<file path="src/rtl/rau_pkg.sv">
// Shared types and codes for the rational arithmetic unit.
package rau_pkg;

   localparam logic [2:0] KIND_NORM  = 3'd0;
   localparam logic [2:0] KIND_ADD   = 3'd1;
   localparam logic [2:0] KIND_SUB   = 3'd2;
   localparam logic [2:0] KIND_MUL   = 3'd3;
   localparam logic [2:0] KIND_DIV   = 3'd4;
   localparam logic [2:0] KIND_NEG   = 3'd5;
   localparam logic [2:0] KIND_EQ    = 3'd6;
   localparam logic [2:0] KIND_SPARE = 3'd7;

   localparam logic [1:0] ST_OK       = 2'd0;
   localparam logic [1:0] ST_ZERO_DEN = 2'd1;
   localparam logic [1:0] ST_DIV_ZERO = 2'd2;
   localparam logic [1:0] ST_OVERFLOW = 2'd3;

   typedef enum logic [3:0] {
      OP_PRODUCT = 4'b0001,
      OP_COMBINE = 4'b0010,
      OP_GCD     = 4'b0100,
      OP_DIVIDE  = 4'b1000
   } op_type;

   typedef struct packed {
      logic   load;
      logic   step;
      op_type op;
   } cmd_type;

   typedef struct packed {
      logic quick;
      logic done;
   } sts_type;

endpackage

</file>
<file path="src/rtl/rau_control.sv">
// Controller: sequences load, product, combine, GCD and divide phases.
module rau_control (
   input  logic             clock,
   input  logic             reset,
   input  logic             start,
   output logic             busy,
   output logic             rsp_valid,
   output rau_pkg::cmd_type cmd,
   input  rau_pkg::sts_type sts
);
   typedef enum logic [5:0] {
      S_IDLE    = 6'b000001,
      S_CHECK   = 6'b000010,
      S_PRODUCT = 6'b000100,
      S_COMBINE = 6'b001000,
      S_GCD     = 6'b010000,
      S_DIVIDE  = 6'b100000
   } state_type;

   state_type state_ff, state_in;
   logic      valid_ff, valid_in;

   always_comb begin
      state_in = state_ff;
      valid_in = 1'b0;
      cmd.load = 1'b0;
      cmd.step = 1'b0;
      cmd.op   = rau_pkg::OP_PRODUCT;
      unique case (state_ff)
         S_IDLE: begin
            if (start) begin
               cmd.load = 1'b1; state_in = S_CHECK;
            end
         end
         S_CHECK: begin
            if (sts.quick) begin
               valid_in = 1'b1; state_in = S_IDLE;
            end else begin
               cmd.step = 1'b1; cmd.op = rau_pkg::OP_PRODUCT; state_in = S_PRODUCT;
            end
         end
         S_PRODUCT: begin
            cmd.step = 1'b1; cmd.op = rau_pkg::OP_COMBINE; state_in = S_COMBINE;
         end
         S_COMBINE: begin
            if (sts.quick) begin
               valid_in = 1'b1; state_in = S_IDLE;
            end else begin
               cmd.step = 1'b1; cmd.op = rau_pkg::OP_GCD; state_in = S_GCD;
            end
         end
         S_GCD: begin
            cmd.step = 1'b1;
            if (sts.done) begin
               cmd.op = rau_pkg::OP_DIVIDE; state_in = S_DIVIDE;
            end else begin
               cmd.op = rau_pkg::OP_GCD;
            end
         end
         S_DIVIDE: begin
            if (sts.done) begin
               valid_in = 1'b1; state_in = S_IDLE;
            end else begin
               cmd.step = 1'b1; cmd.op = rau_pkg::OP_DIVIDE;
            end
         end
         default: state_in = S_IDLE;
      endcase
   end

   always_ff @(posedge clock) begin
      if (reset) begin
         state_ff <= S_IDLE;
         valid_ff <= 1'b0;
      end else begin
         state_ff <= state_in;
         valid_ff <= valid_in;
      end
   end

   assign busy      = (state_ff != S_IDLE);
   assign rsp_valid = valid_ff;

   a_load_idle: assert property (@(posedge clock) disable iff (reset)
      cmd.load |-> state_ff == S_IDLE) else $error("load outside idle");
   a_rsp_one: assert property (@(posedge clock) disable iff (reset)
      rsp_valid |=> !rsp_valid) else $error("response longer than one cycle");
   a_start_busy: assert property (@(posedge clock) disable iff (reset)
      (start && !busy) |=> busy) else $error("accepted request without busy");
endmodule

</file>
<file path="config.mk">
export PLATFORM = sky130hd
export DESIGN_NAME = rau_control
export DESIGN_NICKNAME = d
export VERILOG_FILES = /design/src/rtl/rau_pkg.sv /design/src/rtl/rau_control.sv
export SDC_FILE = /design/constraint.sdc
export NUM_CORES = 1
export LEC_CHECK = 0
export BUFFER_PORTS_ARGS = -buffer_cell sky130_fd_sc_hd__buf_2
export CORE_AREA = 3 3 40 42
export CTS_BUF_LIST = sky130_fd_sc_hd__clkbuf_4
export DETAILED_ROUTE_END_ITERATION = 12
export DIE_AREA = 0 0 43 45
export PLACE_DENSITY = 0.7
export SLEW_MARGIN = 10
export SYNTH_ARGS = -nofsm -noshare
export SYNTH_HDL_FRONTEND = slang
export SYNTH_SLANG_ARGS = --single-unit
</file>
<file path="constraint.sdc">
create_clock -name clock -period 2.4 [get_ports clock]
set_input_delay 0.24 -clock clock [delete_from_list [all_inputs] [get_ports clock]]
set_output_delay 0.24 -clock clock [all_outputs]
set_load 0.05 [all_outputs]
</file>
# Yosys cells after proc, flatten, opt, wreduce, memory -nomap -nowiden
# Cells that the tools add are included.
dict set report word_totals {
  ff_bits 7
  latchBits 0
  ramBits 0
  rom_bits 0
  in_bits 5
  out_inout_bits 8
  word_cells 30
  n_memories 0
}
dict set report classes {
  add_sub_neg 0
  n_mul 0
  div 0
  n_lt_le_gt_ge 0
  n_eq_ne 10
  shifts 0
  mux 16
  bitwise 0
  n_reduce_logical 2
}
# op count
set op_table {}
lappend op_table {{$pmux W6 S6} 1}
lappend op_table {{$pmux W5 S5} 1}
lappend op_table {{$mux W5} 4}
lappend op_table {{$mux W6} 3}
lappend op_table {{$eq A6 B1 Y1 const B} 1}
lappend op_table {{$eq A6 B2 Y1 const B} 1}
lappend op_table {{$eq A6 B3 Y1 const B} 1}
lappend op_table {{$eq A6 B4 Y1 const B} 1}
lappend op_table {{$eq A6 B5 Y1 const B} 1}
lappend op_table {{$eq A6 B6 Y1 const B} 1}
lappend op_table {{$ne A2 B2 Y1 const B} 3}
lappend op_table {{$ne A6 B1 Y1 const B} 1}
lappend op_table {{$mux W1} 4}
lappend op_table {{$mux W4} 1}
lappend op_table {{$mux W3} 1}
lappend op_table {{$reduce_and A3 Y1} 1}
lappend op_table {{$pmux W1 S2} 1}
lappend op_table {{$reduce_or A2 Y1} 1}

# Longest topological paths before layout
dict set report logic_depth {
  ltp_word 3
  ltp_mapped 5
  mapped_depth_nobuf 4
}

# Worst setup path after synthesis
# OpenSTA, ideal clock, no wires.
dict set report synth_timing {
  path_kind {reg2out}
  from {register state_ff[4]}
  to {output port cmd[5] in the netlist's numbering}
  t_arrival_ns 1.908
  required_time_ns 2.160
  path_slack_ns 0.252
  stages_incl_launch_ff 5
  path_buffers 1
  path_cell_list {dfxtp_1 > buf_6 > nor3_1 > nand3_1 > nor2_1}
}
# item line_no
set synth_rtl {}
lappend synth_rtl {{start: declaration} rau_control.sv:20} ;# state_type state_ff, state_in;
lappend synth_rtl {{start signal: assignment} rau_control.sv:76} ;# state_ff <= state_in;
lappend synth_rtl {{end: declaration} rau_control.sv:8} ;# output rau_pkg::cmd_type cmd,

==> metrics.cfg <==
[cells_and_area]
seq_area_um2 = 140.1
final_cells = 89
syn_to_final_growth_pct = 16.88
final_nets = 80
antenna_cells = 0
fillers = 135
final_cell_mix = 12 x buf_2, 7 x dfxtp_1, 5 x nor2_1, 5 x nand2_1
drive_gt1_share_pct = 33.78
multi_input_area_um2 = 311.5
final_area_um2 = 571.8
final_common_cell = buf_2

[synth]
syn_area_per_cell_um2 = 8.020
netlist_instances = 61
yosysWarnings = 0
synth_cell_type_count = 34
ys_seq_elements = 7
yosys_most_used_dff = dfxtp_1
syn-cell-area_um2 = 489.2
ys_seq_area_share_pct = 28.64
async_flop_share_pct = 0
syn-num-nets = 66
synth_edf_count = 0

[pwr]
seqPwrFrac_pct = 40.8
total_power_mw = 0.3269
comb_power_share_pct = 21.9
peakVddDrop_v = 0.0003449
p_per_area_nw_per_um2 = 571.8
leakage_nw = 0.2402
pwr-share-clk_pct = 37.3
p_int_mw = 0.2185
p_sw_share_pct = 33.16
power.switching_mw = 0.1084

[floorplan]
die_y_um = 45
core-area_um2 = 1285
fp.dieW_um = 43
rows = 13
start_util_pct = 38.07
fp.dieArea_um2 = 1935
io_pins = 13

[place]
port_buffers = 12
dp_cells = 85
place_area_um2 = 541.8
hpwl_um = 832.3
gp_congestion = 0.8667

[setup_path]
reg2reg_from = state_ff[1]
cp_data_required_time_ns = 2.16
path_class = register to output port
worst-r2r-cell-count = 3
r2r_slack_ns = 0.97
cp-start-kind = register
arrival_ns = 1.81
critPathMaxFanout = 11
worstReg2RegEnd = state_ff[0]
setup.worst_path.end_class = output port

[clocking]
clock_latency_ns = 0.26
ctsHoldBuffers = 0
root_buffer = clkbuf_4
clk_path_buf_depth = 2
htree_levels = 1
cts-buffers-inserted = 3
cts_setup_buffers = 0
cts.sinks = 7
post_cts_resized = 0
tritoncts = built
clk_pin_slew_worst_paths_ns = 0.06

[timing]
setup-violations-final = 0
max_freq_ghz = 0.4873
finalHoldViolations = 0
hold_ws_ns = 0.1991
post-route-period-util_pct = 85.50
worst_pin_slew_ns = 0.4365
slew_headroom_pct = 70.86
fin_crit_ns = 2.052
rsz0062_at_grt = false
fin_skew_ns = 0.005541
final_max_slew_viol_count = 0
setup-tns-final_ns = 0

[min_path]
hold_start = reset
worstHoldPathCells = 2
hold_end = rsp_valid
min_path_type = primary input to register

[drt]
drt-initial-drc-count = 15
wl_per_cell_um = 12.72
drt_first_pass_iters = 4
drc = 0
drt-total-wl_um = 1132
vias = 492
drt-vias-per-instance = 5.528
antenna_left = 0

[grt]
grt_pass1_wl_um = 1821
antenna_found_initial = 0
gr-total-overflow = 0
grt_max_degree = 12
grt_use_total_pct = 13.01
grt_pass1_vias = 438

[job]
max-cap-violations = 0

[outcome]
status = finished clean

-- worst max-delay path by stage --
stage	slack, ns	from	cells past startpoint	endpoint
after floorplan	0.25	state_ff[4]	4	cmd[5]
after global placement	0.69	state_ff[4]	5	cmd[0]
after detailed placement	0.63	state_ff[4]	5	cmd[0]
after CTS	0.34	state_ff[4]	5	cmd[0]
after global routing	0.26	state_ff[4]	5	cmd[0]
final	0.35	state_ff[4]	5	cmd[0]
-- metal layers --
layer / GRT usage (%) / up-vias / wire [µm] / part of all wire (%)
li1: - / 246 / - / -
met1: 14.53 / 223 / 483 / 43
met2: 20.36 / 19 / 551 / 49
met3: 1.195 / 4 / 44 / 3.9
met4: 15.06 / 0 / 52 / 4.6
met5: 0 / - / 0 / 0
-- kinds of logic after synthesis --
group / synth area share [%]
buffers and inverters: 7.671
DFF: 28.64
AOI/OAI and AO/OA: 16.88
xor gates and xnor gates: 5.372
and+or+nand+nor: 41.44
-- cell type report --
cell class	instances	area share [%]
clock buffers	4	5.252
inverters	3	1.969
multi-input cells	48	54.49
flip-flops and latches	7	24.51
well taps	15	3.282
repair buffers	12	10.50
-- cell usage after synthesis, types with 2 or more instances --
| library cell | count | share of area, % |
|---|---|---|
| a21oi_1 | 2 | 2.0 |
| nor2_1 | 5 | 3.8 |
| inv_1 | 2 | 1.5 |
| nand2_1 | 5 | 3.8 |
| a41oi_1 | 2 | 3.6 |
| nor2b_1 | 2 | 2.6 |
| xor2_1 | 2 | 3.6 |
| nor3_1 | 4 | 4.1 |
| o21ai_0 | 4 | 4.1 |
| buf_4 | 2 | 3.1 |
| dfxtp_1 | 7 | 29 |
| and2_1 | 2 | 2.6 |
-- registers in the layout, summed over array words and instances, names as in the netlist --
register,flops
state_ff,6
rsp_valid,1
-- through the flow --
stage / worst slack [ns] / utilization, %
2_1_floorplan: 0.2519 / -
3_3_place_gp: 0.6876 / 42.16
3_5_place_dp: 0.6301 / 42.16
4_1_cts: 0.3445 / 44.50
5_1_grt: 0.2554 / 44.50
6_report: 0.3481 / 44.50
-- power by group through the flow --
| stage | logic (mW) | registers, mW | clock network, mW |
|---|---|---|---|
| 2_1_floorplan | 0.0675 | 0.125 | 0 |
| 3_3_place_gp | 0.0718 | 0.136 | 0 |
| 3_5_place_dp | 0.0716 | 0.135 | 0 |
| 4_1_cts | 0.0718 | 0.133 | 0.125 |
| 5_1_grt | 0.0774 | 0.134 | 0.129 |
| 6_report | 0.0717 | 0.133 | 0.122 |
-- critical path, cell delays in order (launching register included) --
cell	delay, ns
dfxtp_1	0.59
nor3b_2	0.10
or3_1	0.36
nand4_1	0.12
o31a_2	0.14
buf_2	0.25
(Power assumes the default switching activity.)
